--- config.mk ---
export PLATFORM = sky130hd
export DESIGN_NAME = retry_backoff_scheduler_flat
export DESIGN_NICKNAME = d
export VERILOG_FILES = /design/src/hw/rtl/rbs_pkg.sv /design/src/hw/rtl/rbs_if.sv /design/src/hw/rtl/rbs_div.sv /design/src/hw/rtl/retry_backoff_scheduler.sv /design/src/flat_wrapper.sv
export VERILOG_INCLUDE_DIRS = /design/src /design/src/hw/rtl
export SDC_FILE = /design/constraint.sdc
export NUM_CORES = 2
export LEC_CHECK = 0
export BUFFER_PORTS_ARGS = -buffer_cell sky130_fd_sc_hd__clkbuf_2
export CELL_PAD_IN_SITES_DETAIL_PLACEMENT = 1
export CELL_PAD_IN_SITES_GLOBAL_PLACEMENT = 1
export CORE_MARGIN = 5
export CORE_UTILIZATION = 35
export DETAILED_ROUTE_END_ITERATION = 10
export MAX_ROUTING_LAYER = met4
export PLACE_DENSITY_LB_ADDON = 0.1
export RECOVER_POWER = 100
export SLEW_MARGIN = 20
export SYNTH_ARGS = -nofsm -noshare
export SYNTH_HDL_FRONTEND = slang
export SYNTH_HIERARCHICAL = 1
export SYNTH_SLANG_ARGS = --single-unit
--- constraint.sdc ---
create_clock -name i_clk -period 10.8 [get_ports i_clk]
set_clock_uncertainty 0.05 [all_clocks]
set_input_delay 2.16 -clock i_clk [delete_from_list [all_inputs] [get_ports i_clk]]
set_output_delay 2.16 -clock i_clk [all_outputs]
set_load 0.005 [all_outputs]
--- src/hw/rtl/assert_macros.svh ---
// Assertion helpers shared by the RTL files.
`ifndef ASSERT_MACROS_SVH
`define ASSERT_MACROS_SVH

// Concurrent assertion sampled on the rising clock edge, disabled during reset.
`define RBS_ASSERT(lbl, clk, rst_n, prop, msg) \
    lbl: assert property (@(posedge clk) disable iff (!rst_n) prop) else $error(msg);

// Concurrent assertion that also holds while reset is applied.
`define RBS_ASSERT_ALWAYS(lbl, clk, prop, msg) \
    lbl: assert property (@(posedge clk) prop) else $error(msg);

`endif

--- src/hw/rtl/rbs_pkg.sv ---
// ----------------------------------------------------------------------------
// rbs_pkg
// Types and constants shared by the retry backoff scheduler files.
// ----------------------------------------------------------------------------
package rbs_pkg;

    localparam int TIME_W   = 32;
    localparam int FRAC_W   = 8;
    localparam int GF_W     = 13;
    localparam int PCT_W    = 7;
    localparam int OP_W     = 2;
    localparam int IDX_W    = 3;
    localparam int PROD_W   = TIME_W + GF_W;
    localparam int DVD_W    = TIME_W;
    localparam int DEN_W    = TIME_W + 1;
    localparam int DCNT_W   = 6;

    // Reciprocal of 100 for a 32-bit dividend: exact quotient after the shift.
    localparam int                RCP_SH  = 37;
    localparam logic [TIME_W-1:0] RCP_100 = 32'h51EB_851F;

    // Reciprocal of 100 for the small remainder product (below 5000).
    localparam int                FRC_W   = 13;
    localparam int                FRC_SH  = 19;
    localparam logic [FRC_W-1:0]  RCP_FRC = 13'd5243;

    // Opcodes of an input transaction.
    localparam logic [OP_W-1:0] OP_FAIL  = 2'd0;
    localparam logic [OP_W-1:0] OP_POLL  = 2'd1;
    localparam logic [OP_W-1:0] OP_CLEAR = 2'd2;

    // Register indexes of the configuration port.
    localparam logic [IDX_W-1:0] REG_MIN     = 3'd0;
    localparam logic [IDX_W-1:0] REG_MAX     = 3'd1;
    localparam logic [IDX_W-1:0] REG_GROWTH  = 3'd2;
    localparam logic [IDX_W-1:0] REG_JITTER  = 3'd3;
    localparam logic [IDX_W-1:0] REG_PLATEAU = 3'd4;

    // Reset values of the registers.
    localparam logic [TIME_W-1:0] RST_MIN     = 32'd1000;
    localparam logic [TIME_W-1:0] RST_MAX     = 32'd300000;
    localparam logic [GF_W-1:0]   RST_GROWTH  = 13'd512;
    localparam logic [PCT_W-1:0]  RST_JITTER  = 7'd10;
    localparam logic [TIME_W-1:0] RST_PLATEAU = 32'd60000;

    localparam logic [PCT_W-1:0]  PCT_CAP     = 7'd50;
    localparam logic [TIME_W-1:0] TIME_HALF   = 32'h8000_0000;

    typedef enum logic [8:0] {
        S_IDLE = 9'b0_0000_0001,
        S_GMUL = 9'b0_0000_0010,
        S_GCHK = 9'b0_0000_0100,
        S_FIX  = 9'b0_0000_1000,
        S_PMUL = 9'b0_0001_0000,
        S_DQ   = 9'b0_0010_0000,
        S_DADJ = 9'b0_0100_0000,
        S_DM   = 9'b0_1000_0000,
        S_FIN  = 9'b1_0000_0000
    } t_state;

endpackage

--- src/hw/rtl/rbs_if.sv ---
// ----------------------------------------------------------------------------
// rbs_if
// Valid/ready channels of the retry backoff scheduler.
// ----------------------------------------------------------------------------
interface rbs_in_if;
    logic        valid;
    logic        ready;
    logic [1:0]  opcode;
    logic [31:0] now_ms;
    logic [31:0] floor_ms;
    logic [31:0] random_value;
    modport source (output valid, opcode, now_ms, floor_ms, random_value, input ready);
    modport sink   (input valid, opcode, now_ms, floor_ms, random_value, output ready);
endinterface

interface rbs_out_if;
    logic        valid;
    logic        ready;
    logic        attempt_allowed;
    logic [31:0] delay_ms;
    logic [31:0] next_attempt_ms;
    logic [31:0] attempt_total;
    modport source (output valid, attempt_allowed, delay_ms, next_attempt_ms,
                    attempt_total, input ready);
    modport sink   (input valid, attempt_allowed, delay_ms, next_attempt_ms,
                    attempt_total, output ready);
endinterface

interface rbs_cfg_if;
    logic        valid;
    logic        ready;
    logic [2:0]  index;
    logic [31:0] data;
    modport source (output valid, index, data, input ready);
    modport sink   (input valid, index, data, output ready);
endinterface

--- src/hw/rtl/rbs_div.sv ---
// ----------------------------------------------------------------------------
// rbs_div
// Restoring divider, one quotient bit per cycle, giving the remainder.
// ----------------------------------------------------------------------------
module rbs_div (
    input  logic                        i_clk,
    input  logic                        i_rst_n,
    input  logic                        i_start,
    input  logic [rbs_pkg::DVD_W-1:0]   i_dividend,
    input  logic [rbs_pkg::DEN_W-1:0]   i_divisor,
    output logic                        o_done,
    output logic [rbs_pkg::DEN_W-1:0]   o_rem
);
    import rbs_pkg::*;
    `include "assert_macros.svh"

    logic                r_busy, n_busy;
    logic                r_done, n_done;
    logic [DCNT_W-1:0]   r_cnt, n_cnt;
    logic [DVD_W-1:0]    r_quo, n_quo;
    logic [DEN_W-1:0]    r_rem, n_rem;
    logic [DEN_W-1:0]    r_den, n_den;
    logic [DEN_W:0]      trial;

    // One restoring step: shift in the next dividend bit and try to subtract.
    always_comb begin
        n_busy = r_busy;
        n_done = 1'b0;
        n_cnt  = r_cnt;
        n_quo  = r_quo;
        n_rem  = r_rem;
        n_den  = r_den;
        trial  = {r_rem, r_quo[DVD_W-1]};
        if (i_start) begin
            n_busy = 1'b1;
            n_cnt  = '0;
            n_quo  = i_dividend;
            n_rem  = '0;
            n_den  = i_divisor;
        end else if (r_busy) begin
            if (trial >= {1'b0, r_den}) begin
                n_rem = DEN_W'(trial - {1'b0, r_den});
                n_quo = {r_quo[DVD_W-2:0], 1'b1};
            end else begin
                n_rem = trial[DEN_W-1:0];
                n_quo = {r_quo[DVD_W-2:0], 1'b0};
            end
            n_cnt = r_cnt + 1'b1;
            if (r_cnt == DCNT_W'(DVD_W - 1)) begin
                n_busy = 1'b0;
                n_done = 1'b1;
            end
        end
    end

    always_ff @(posedge i_clk) begin
        if (!i_rst_n) begin
            r_busy <= 1'b0;
            r_done <= 1'b0;
            r_cnt  <= '0;
        end else begin
            r_busy <= n_busy;
            r_done <= n_done;
            r_cnt  <= n_cnt;
        end
        r_quo <= n_quo;
        r_rem <= n_rem;
        r_den <= n_den;
    end

    assign o_done = r_done;
    assign o_rem  = r_rem;

    `RBS_ASSERT(a_div_cnt, i_clk, i_rst_n, r_busy |-> (r_cnt < DCNT_W'(DVD_W)), "divider step count overran")
    `RBS_ASSERT(a_div_done, i_clk, i_rst_n, r_done |-> !r_busy, "divider done while still busy")

endmodule

--- src/hw/rtl/retry_backoff_scheduler.sv ---
// ----------------------------------------------------------------------------
// retry_backoff_scheduler
// Exponential backoff with plateau, clamping and jitter under a sequencer.
// ----------------------------------------------------------------------------
// One transaction is taken at a time. Any opcode but a failure goes from
// acceptance straight to the result state. A failure runs growth steps, at
// most as many as the failure count and fewer once the value stops changing.
// Each growth step uses the shared 32x13 multiplier and then a clamp/compare
// step; the jitter span (value*pct/100) is formed in the PMUL, DQ and DADJ
// states by reciprocal multiplication, and unless the span is zero the random
// draw modulo 2*span+1 passes through the 32-step divider. A result that is
// not taken holds the sequencer in its last state. The output register lets
// a new transaction enter while a result still waits to be taken.
module retry_backoff_scheduler (
    input  logic   i_clk,
    input  logic   i_rst_n,
    rbs_in_if.sink    i_in,
    rbs_out_if.source o_out,
    rbs_cfg_if.sink   i_cfg
);
    import rbs_pkg::*;
    `include "assert_macros.svh"

    // Configuration registers.
    logic [TIME_W-1:0] r_min, r_max, r_plat;
    logic [GF_W-1:0]   r_gf;
    logic [PCT_W-1:0]  r_pct;

    // Architectural state.
    logic [TIME_W-1:0] r_fail_cnt, r_retry, r_prev;

    // Working registers.
    t_state            r_state, n_state;
    logic [OP_W-1:0]   r_op;
    logic [TIME_W-1:0] r_now, r_rnd, r_base, r_v, r_cnt, r_range, r_jit;
    logic              r_crossed, r_div_go;
    logic [PROD_W-1:0] r_prod;
    logic [PCT_W-1:0]  r_frac;

    // Output register.
    logic              r_ov, r_o_allowed;
    logic [TIME_W-1:0] r_o_delay, r_o_next, r_o_total;

    logic              in_acc, out_load;
    logic [TIME_W-1:0] base_sel, base_cap, base_fin;
    logic [TIME_W-1:0] mul_a;
    logic [GF_W-1:0]   mul_b;
    logic [PROD_W-1:0] mul_p;
    logic [PCT_W-1:0]  pct_eff;
    logic [PROD_W-FRAC_W-1:0] g_raw;
    logic [TIME_W-1:0] g_cap, g_fin;
    logic              g_cross;
    logic [TIME_W-1:0] v_fix;
    logic [2*TIME_W-1:0] rcp_prod;
    logic [TIME_W-1:0] hundred_a, rem100;
    logic [2*PCT_W-1:0] frac_mul;
    logic [2*PCT_W+FRC_W-1:0] frac_scaled;
    logic [TIME_W-1:0] frac_q, range_fin;
    logic              div_done;
    logic [DVD_W-1:0]  div_dvd;
    logic [DEN_W-1:0]  div_rem, div_den;
    logic [TIME_W+1:0] d_raw, d_lo;
    logic [TIME_W-1:0] d_fin;
    logic [TIME_W-1:0] fin_retry, fin_prev, fin_cnt, diff;
    logic              fin_allowed;

    assign in_acc      = i_in.valid && i_in.ready;
    assign i_in.ready  = (r_state == S_IDLE);
    assign i_cfg.ready = 1'b1;
    assign out_load    = (r_state == S_FIN) && (!r_ov || o_out.ready);

    // Base delay: floor override or minimum, capped at maximum, at least one.
    assign base_sel = (i_in.floor_ms != '0) ? i_in.floor_ms : r_min;
    assign base_cap = (base_sel > r_max) ? r_max : base_sel;
    assign base_fin = (base_cap == '0) ? TIME_W'(1) : base_cap;

    // Shared multiplier: growth factor during growth, jitter percent after.
    assign pct_eff = (r_pct > PCT_CAP) ? PCT_CAP : r_pct;
    assign mul_a   = (r_state == S_DQ) ? r_range : r_v;
    assign mul_b   = (r_state == S_DQ) ? GF_W'(pct_eff) : r_gf;
    assign mul_p   = {{GF_W{1'b0}}, mul_a} * {{TIME_W{1'b0}}, mul_b};

    // Growth step: truncate, saturate at maximum, cap once at the plateau.
    assign g_raw = r_prod[PROD_W-1:FRAC_W];
    always_comb begin
        g_cap   = (g_raw > {{(PROD_W-FRAC_W-TIME_W){1'b0}}, r_max}) ? r_max
                                                                   : g_raw[TIME_W-1:0];
        g_fin   = g_cap;
        g_cross = r_crossed;
        if (r_plat != '0 && !r_crossed && g_cap >= r_plat) begin
            g_fin   = r_plat;
            g_cross = 1'b1;
        end
    end

    // Final clamp of the grown value to the range from base to maximum.
    always_comb begin
        v_fix = (r_v > r_max) ? r_max : r_v;
        if (v_fix < r_base) begin
            v_fix = r_base;
        end
    end

    // Jitter span: value/100 by reciprocal, then quotient*pct plus the
    // remainder's share, (value mod 100)*pct/100, by a small reciprocal.
    assign rcp_prod    = {{TIME_W{1'b0}}, r_v} * {{TIME_W{1'b0}}, RCP_100};
    // 100*a built from shifts: 64 + 32 + 4.
    assign hundred_a   = (r_range << 6) + (r_range << 5) + (r_range << 2);
    assign rem100      = r_v - hundred_a;
    assign frac_mul    = {{PCT_W{1'b0}}, r_frac} * {{PCT_W{1'b0}}, pct_eff};
    assign frac_scaled = {{FRC_W{1'b0}}, frac_mul} * {{(2*PCT_W){1'b0}}, RCP_FRC};
    assign frac_q      = TIME_W'(frac_scaled >> FRC_SH);
    assign range_fin   = r_range + frac_q;

    // Divider operands: the random draw modulo the full jitter span.
    assign div_dvd = r_rnd;
    assign div_den = {r_range, 1'b1};

    rbs_div u_div (
        .i_clk      (i_clk),
        .i_rst_n    (i_rst_n),
        .i_start    (r_div_go),
        .i_dividend (div_dvd),
        .i_divisor  (div_den),
        .o_done     (div_done),
        .o_rem      (div_rem)
    );

    // Jittered delay, clamped to the range from minimum to maximum.
    always_comb begin
        d_raw = {2'b00, r_v} + {2'b00, r_jit} - {2'b00, r_range};
        d_lo  = (d_raw < {2'b00, r_min}) ? {2'b00, r_min} : d_raw;
        d_fin = (d_lo > {2'b00, r_max}) ? r_max : d_lo[TIME_W-1:0];
    end

    // State after the transaction and the wrap-safe allowed test.
    always_comb begin
        fin_retry = r_retry;
        fin_prev  = r_prev;
        fin_cnt   = r_fail_cnt;
        case (r_op)
            OP_FAIL: begin
                fin_prev  = d_fin;
                fin_retry = r_now + d_fin;
                fin_cnt   = r_fail_cnt + 1'b1;
            end
            OP_CLEAR: begin
                fin_prev  = '0;
                fin_retry = '0;
                fin_cnt   = '0;
            end
            default: begin
            end
        endcase
        diff        = r_now - fin_retry;
        fin_allowed = (fin_retry == '0) || (diff < TIME_HALF);
    end

    // Sequencer.
    always_comb begin
        n_state = r_state;
        case (r_state)
            S_IDLE: begin
                if (in_acc) begin
                    n_state = (i_in.opcode == OP_FAIL) ? S_GMUL : S_FIN;
                end
            end
            S_GMUL: n_state = (r_cnt == r_fail_cnt) ? S_FIX : S_GCHK;
            S_GCHK: n_state = (g_fin == r_v) ? S_FIX : S_GMUL;
            S_FIX:  n_state = S_PMUL;
            S_PMUL: n_state = S_DQ;
            S_DQ:   n_state = S_DADJ;
            S_DADJ: n_state = (range_fin == '0) ? S_FIN : S_DM;
            S_DM: begin
                if (div_done) begin
                    n_state = S_FIN;
                end
            end
            S_FIN: begin
                if (out_load) begin
                    n_state = S_IDLE;
                end
            end
            default: n_state = S_IDLE;
        endcase
    end

    // Control registers, configuration and architectural state.
    always_ff @(posedge i_clk) begin
        if (!i_rst_n) begin
            r_state    <= S_IDLE;
            r_div_go   <= 1'b0;
            r_ov       <= 1'b0;
            r_min      <= RST_MIN;
            r_max      <= RST_MAX;
            r_gf       <= RST_GROWTH;
            r_pct      <= RST_JITTER;
            r_plat     <= RST_PLATEAU;
            r_fail_cnt <= '0;
            r_retry    <= '0;
            r_prev     <= '0;
        end else begin
            r_state  <= n_state;
            r_div_go <= (r_state == S_DADJ) && (range_fin != '0);
            if (out_load) begin
                r_ov       <= 1'b1;
                r_fail_cnt <= fin_cnt;
                r_retry    <= fin_retry;
                r_prev     <= fin_prev;
            end else if (o_out.ready) begin
                r_ov <= 1'b0;
            end
            if (i_cfg.valid) begin
                case (i_cfg.index)
                    REG_MIN:     r_min  <= i_cfg.data;
                    REG_MAX:     r_max  <= i_cfg.data;
                    REG_GROWTH:  r_gf   <= i_cfg.data[GF_W-1:0];
                    REG_JITTER:  r_pct  <= i_cfg.data[PCT_W-1:0];
                    REG_PLATEAU: r_plat <= i_cfg.data;
                    default: begin
                    end
                endcase
            end
        end
    end

    // Datapath registers.
    always_ff @(posedge i_clk) begin
        case (r_state)
            S_IDLE: begin
                r_op    <= i_in.opcode;
                r_now   <= i_in.now_ms;
                r_rnd   <= i_in.random_value;
                r_base  <= base_fin;
                r_cnt   <= '0;
                r_range <= '0;
                r_jit   <= '0;
                if (r_plat != '0 && base_fin >= r_plat) begin
                    r_v       <= r_plat;
                    r_crossed <= 1'b1;
                end else begin
                    r_v       <= base_fin;
                    r_crossed <= 1'b0;
                end
            end
            S_GMUL: r_prod <= mul_p;
            S_GCHK: begin
                r_v       <= g_fin;
                r_crossed <= g_cross;
                r_cnt     <= r_cnt + 1'b1;
            end
            S_FIX:  r_v <= v_fix;
            S_PMUL: r_range <= TIME_W'(rcp_prod >> RCP_SH);
            S_DQ: begin
                r_range <= mul_p[TIME_W-1:0];
                r_frac  <= rem100[PCT_W-1:0];
            end
            S_DADJ: r_range <= range_fin;
            S_DM: begin
                if (div_done) begin
                    r_jit <= div_rem[TIME_W-1:0];
                end
            end
            default: begin
            end
        endcase
        if (out_load) begin
            r_o_allowed <= fin_allowed;
            r_o_delay   <= fin_prev;
            r_o_next    <= fin_retry;
            r_o_total   <= fin_cnt;
        end
    end

    assign o_out.valid           = r_ov;
    assign o_out.attempt_allowed = r_o_allowed;
    assign o_out.delay_ms        = r_o_delay;
    assign o_out.next_attempt_ms = r_o_next;
    assign o_out.attempt_total   = r_o_total;

    `RBS_ASSERT(a_grow_bound, i_clk, i_rst_n, (r_state == S_GCHK) |-> (r_cnt < r_fail_cnt), "growth step beyond failure count")
    `RBS_ASSERT(a_jit_span, i_clk, i_rst_n, (r_state == S_FIN) |-> ({1'b0, r_jit} <= {r_range, 1'b0}), "jitter outside span")
    `RBS_ASSERT(a_div_go, i_clk, i_rst_n, r_div_go |-> (r_state == S_DM), "divider started outside the divide state")

endmodule

--- src/flat_wrapper.sv ---
// flat-port wrapper written by rule: the top's interface ports become plain ports
module retry_backoff_scheduler_flat import rbs_pkg::*;
  (i_clk, i_rst_n, i_in_valid, i_in_opcode, i_in_now_ms, i_in_floor_ms, i_in_random_value, i_in_ready, o_out_valid, o_out_attempt_allowed, o_out_delay_ms, o_out_next_attempt_ms, o_out_attempt_total, o_out_ready, i_cfg_valid, i_cfg_index, i_cfg_data, i_cfg_ready);
  rbs_in_if i_in_i ();
  rbs_out_if o_out_i ();
  rbs_cfg_if i_cfg_i ();
  input  logic i_clk;
  input  logic i_rst_n;
  input wire logic [$bits(i_in_i.valid)-1:0] i_in_valid;
  input wire logic [$bits(i_in_i.opcode)-1:0] i_in_opcode;
  input wire logic [$bits(i_in_i.now_ms)-1:0] i_in_now_ms;
  input wire logic [$bits(i_in_i.floor_ms)-1:0] i_in_floor_ms;
  input wire logic [$bits(i_in_i.random_value)-1:0] i_in_random_value;
  output wire logic [$bits(i_in_i.ready)-1:0] i_in_ready;
  output wire logic [$bits(o_out_i.valid)-1:0] o_out_valid;
  output wire logic [$bits(o_out_i.attempt_allowed)-1:0] o_out_attempt_allowed;
  output wire logic [$bits(o_out_i.delay_ms)-1:0] o_out_delay_ms;
  output wire logic [$bits(o_out_i.next_attempt_ms)-1:0] o_out_next_attempt_ms;
  output wire logic [$bits(o_out_i.attempt_total)-1:0] o_out_attempt_total;
  input wire logic [$bits(o_out_i.ready)-1:0] o_out_ready;
  input wire logic [$bits(i_cfg_i.valid)-1:0] i_cfg_valid;
  input wire logic [$bits(i_cfg_i.index)-1:0] i_cfg_index;
  input wire logic [$bits(i_cfg_i.data)-1:0] i_cfg_data;
  output wire logic [$bits(i_cfg_i.ready)-1:0] i_cfg_ready;
  assign i_in_i.valid = i_in_valid;
  assign i_in_i.opcode = i_in_opcode;
  assign i_in_i.now_ms = i_in_now_ms;
  assign i_in_i.floor_ms = i_in_floor_ms;
  assign i_in_i.random_value = i_in_random_value;
  assign i_in_ready = i_in_i.ready;
  assign o_out_valid = o_out_i.valid;
  assign o_out_attempt_allowed = o_out_i.attempt_allowed;
  assign o_out_delay_ms = o_out_i.delay_ms;
  assign o_out_next_attempt_ms = o_out_i.next_attempt_ms;
  assign o_out_attempt_total = o_out_i.attempt_total;
  assign o_out_i.ready = o_out_ready;
  assign i_cfg_i.valid = i_cfg_valid;
  assign i_cfg_i.index = i_cfg_index;
  assign i_cfg_i.data = i_cfg_data;
  assign i_cfg_ready = i_cfg_i.ready;
  retry_backoff_scheduler u_core (.i_clk(i_clk), .i_rst_n(i_rst_n), .i_in(i_in_i), .o_out(o_out_i), .i_cfg(i_cfg_i));
endmodule
==> summary.txt <==
Run
  • Max_cap viols: 32

Critical path
  • Delay-heaviest family, CP: adder cells
  • Slowest cell delay on critical path: 0.61 ns
  • Crit path max fanout: 4
  • CP Class: flop to flop
  • CP required: 11.38 ns
  • CP bufs+invs: 11
  • Most used cell along the critical path: fa_1
  • Highest-delay cell along the critical path: or4b_4
  • CP arrival: 12.06 ns
  • Crit path capture type: flop
  • Startpoint types: flop

Global routing
  • Initial antenna violation count: 20
  • First-pass GRT wire length: 517000 µm
  • Global Route Usage Sum: 0.308
  • Largest net degree at the start of global routing: 107
  • Vias in the first global route: 73027
  • Overflow after GRT: 0

Placed design
  • Placed cell count: 12072
  • DP Wirelength: 290000 µm
  • Pre-CTS setup slack: -1.15 ns
  • Port-buffer cells: 236
  • DP Area: 89100 µm²
  • Routability cong.: 0.991

Synthesis
  • Cells after synthesis: 8421
  • Post-synth EDFFs: 433
  • Main synth FF type: edfxtp_1
  • Avg Cell Area, Syn: 9.42 µm²
  • Synth Cell Area: 79400 µm²
  • Yosys Warn Count: 6
  • Ranking of synthesized cells by area: fa_1 21%, edfxtp_1 16%, ha_1 16%, dfxtp_1 6.7%, inv_1 6.1%
  • Leading area contributor after synthesis: fa_1
  • Async SR Flop Fraction: 0
  • Synth unique cells: 111
  • Sequential area share after synthesis: 0.230
  • Area share of the largest cell type after synthesis: 0.211
  • Register bit count reported by yosys: 697

Final layout
  • Area Growth Syn to Fin: 19.0%
  • Final instance area: 94400 µm²
  • Finished Layout Cells: 12376
  • Fin nets: 11289
  • Share of cells above drive strength 1: 0.162
  • Final core utilization: 0.419

Timing
  • Final setup vio count: 52
  • Max Freq: 87.1 MHz
  • Period utilization: 1.06
  • Min cycle time layout: 11.48 ns
  • RSZ-0062 raised after global routing: true
  • Final hold viol count: 0
  • Worst-Margin Slew: 5.47 ns
  • Final setup margin: -0.679 ns
  • Slew margin rel.: -2.65
  • Slew Limit Fails: 1265

Floorplanning
  • # rows: 174
  • DIE AREA: 236000 µm²
  • DIE HEIGHT: 486 µm
  • Initial Util: 0.352
  • Core area: 225000 µm²
  • Num ports: 238
  • Die Wd: 486 µm

Route
  • Via count: 68453
  • DRC errors left: 0
  • Final wirelength: 359000 µm
  • Drt first pass iters: 6
  • Iter 0 DRT Violations: 4704
  • Detailed-route wire length per cell: 29.0 µm
  • Vias per cell: 5.53
  • Final ANT Viol Nets: 0

Clock tree
  • CTS tree: done
  • Clk sinks: 697
  • Clk slew on worst S/H paths: 0.06 ns
  • Clk_lat worst skew: 0.77 ns
  • Clock buffer count from CTS: 90
  • Max Buffers Root-to-Sink: 3
  • Post-CTS Hold Buffers: 0
  • Clock Tree Root: clkbuf_16
  • H-tree levels: 3

Min path
  • Hold Path Class: flop to flop

Run status
  • Failing checks: max-capacitance violations, max-slew violations, negative setup slack
  • Status: finished with violations
-- layout by cell type, fill, tap and decap left out, types with 141 or more instances in the layout --
master    instances
inv_1          1269
ha_1            978
nand2_1         933
fa_1            833
buf_4           767
edfxtp_1        433
a21oi_1         327
nor2_1          312
o21ai_0         301
dfxtp_1         255
a21o_1          190
clkbuf_1        167
and3_1          167
xnor2_1         148
clkbuf_2        141
-- timing repair --
item                                    CTS  global route
setup buffers                            99            38
pin swaps                               128            80
gates resized for setup                 231            98
endpoints found under the setup margin   30            37
cloned                                    2             1
-- final timing paths --
check / from / end / slack (ns) / cells past startpoint
max: u_core/r_pct[2] / u_core/r_state[7] / -0.68 / 53
min: u_core/u_div/r_cnt[5] / u_core/u_div/o_done / 0.40 / 1
max reg2reg: u_core/r_pct[2] / u_core/r_state[7] / -0.68 / 53
min reg2reg: u_core/u_div/r_cnt[5] / u_core/u_div/o_done / 0.40 / 1
-- Yosys cell counts (95+ instances only) --
cell      number
fa_1         838
o21ai_0      338
and3_1       173
nand4_1       95
nor3_1       116
a21o_1       190
nand3_1      129
inv_1       1298
clkbuf_1     269
edfxtp_1     433
xnor2_1      170
ha_1        1016
nand2_1      937
nor2_1       326
a21oi_1      363
dfxtp_1      264
-- sequential cells by signal, indices dropped and copies added (netlist names), 9 cells and up --
signal / cells
u_core/r_plat: 32
u_core/r_prod: 37
u_core/r_prev: 32
u_core/r_jit: 32
u_core/o_out.next_attempt_ms: 32
u_core/r_now: 32
u_core/u_div/o_rem: 33
u_core/r_fail_cnt: 32
u_core/div_dvd: 32
u_core/r_cnt: 32
u_core/r_min: 32
u_core/r_gf: 13
u_core/r_max: 32
u_core/r_base: 32
u_core/u_div/r_den: 33
u_core/r_range: 32
u_core/o_out.attempt_total: 32
u_core/u_div/r_quo: 32
u_core/o_out.delay_ms: 32
u_core/r_v: 32
u_core/r_state: 9
u_core/r_retry: 32
-- logic make-up after synthesis --
kind of cell             synth area share
adder cells (fa/ha/maj)             0.372
buffers and inverters              0.0789
AND/OR/NAND/NOR                     0.131
multiplexers                       0.0257
other                           0.0000946
AO/OA/AOI/OAI                       0.134
XOR/XNOR                           0.0290
flip-flops                          0.230
-- layer usage --
metal | up-vias | GRT usage | share of wire
met1 | 35211 | 0.387 | 0.42
met4 | 0 | 0.143 | 0.061
met3 | 644 | 0.0413 | 0.056
li1 | 30500 | - | -
met2 | 2098 | 0.494 | 0.46
met5 | - | - | 0
-- stage by stage --
| stage | setup TNS, ns | hold slack, ns |
|---|---|---|
| 2_1_floorplan | -0.126 | 0.375 |
| 3_3_place_gp | -20.36 | 0.386 |
| 3_5_place_dp | -23.17 | 0.401 |
| 4_1_cts | -11.61 | 0.402 |
| 5_1_grt | -42.48 | 0.428 |
| 6_report | -12.80 | 0.404 |
-- final cells by class --
cell class                 instances  area, µm²
tap                             2992       3740
antenna                           12       30.0
timing repair buffer            1107       7610
sequential                       697      18300
multi-input combinational       6096      56700
timing repair inverter             1       7.51
fill                           25682     131000
clock buffer                     109       2440
inverter                        1304       4910
clock inverter                    58        674
Power is left out: the tool's default activity adds up to more than one toggle a clock period on the data nets, which glitch-free logic cannot reach.
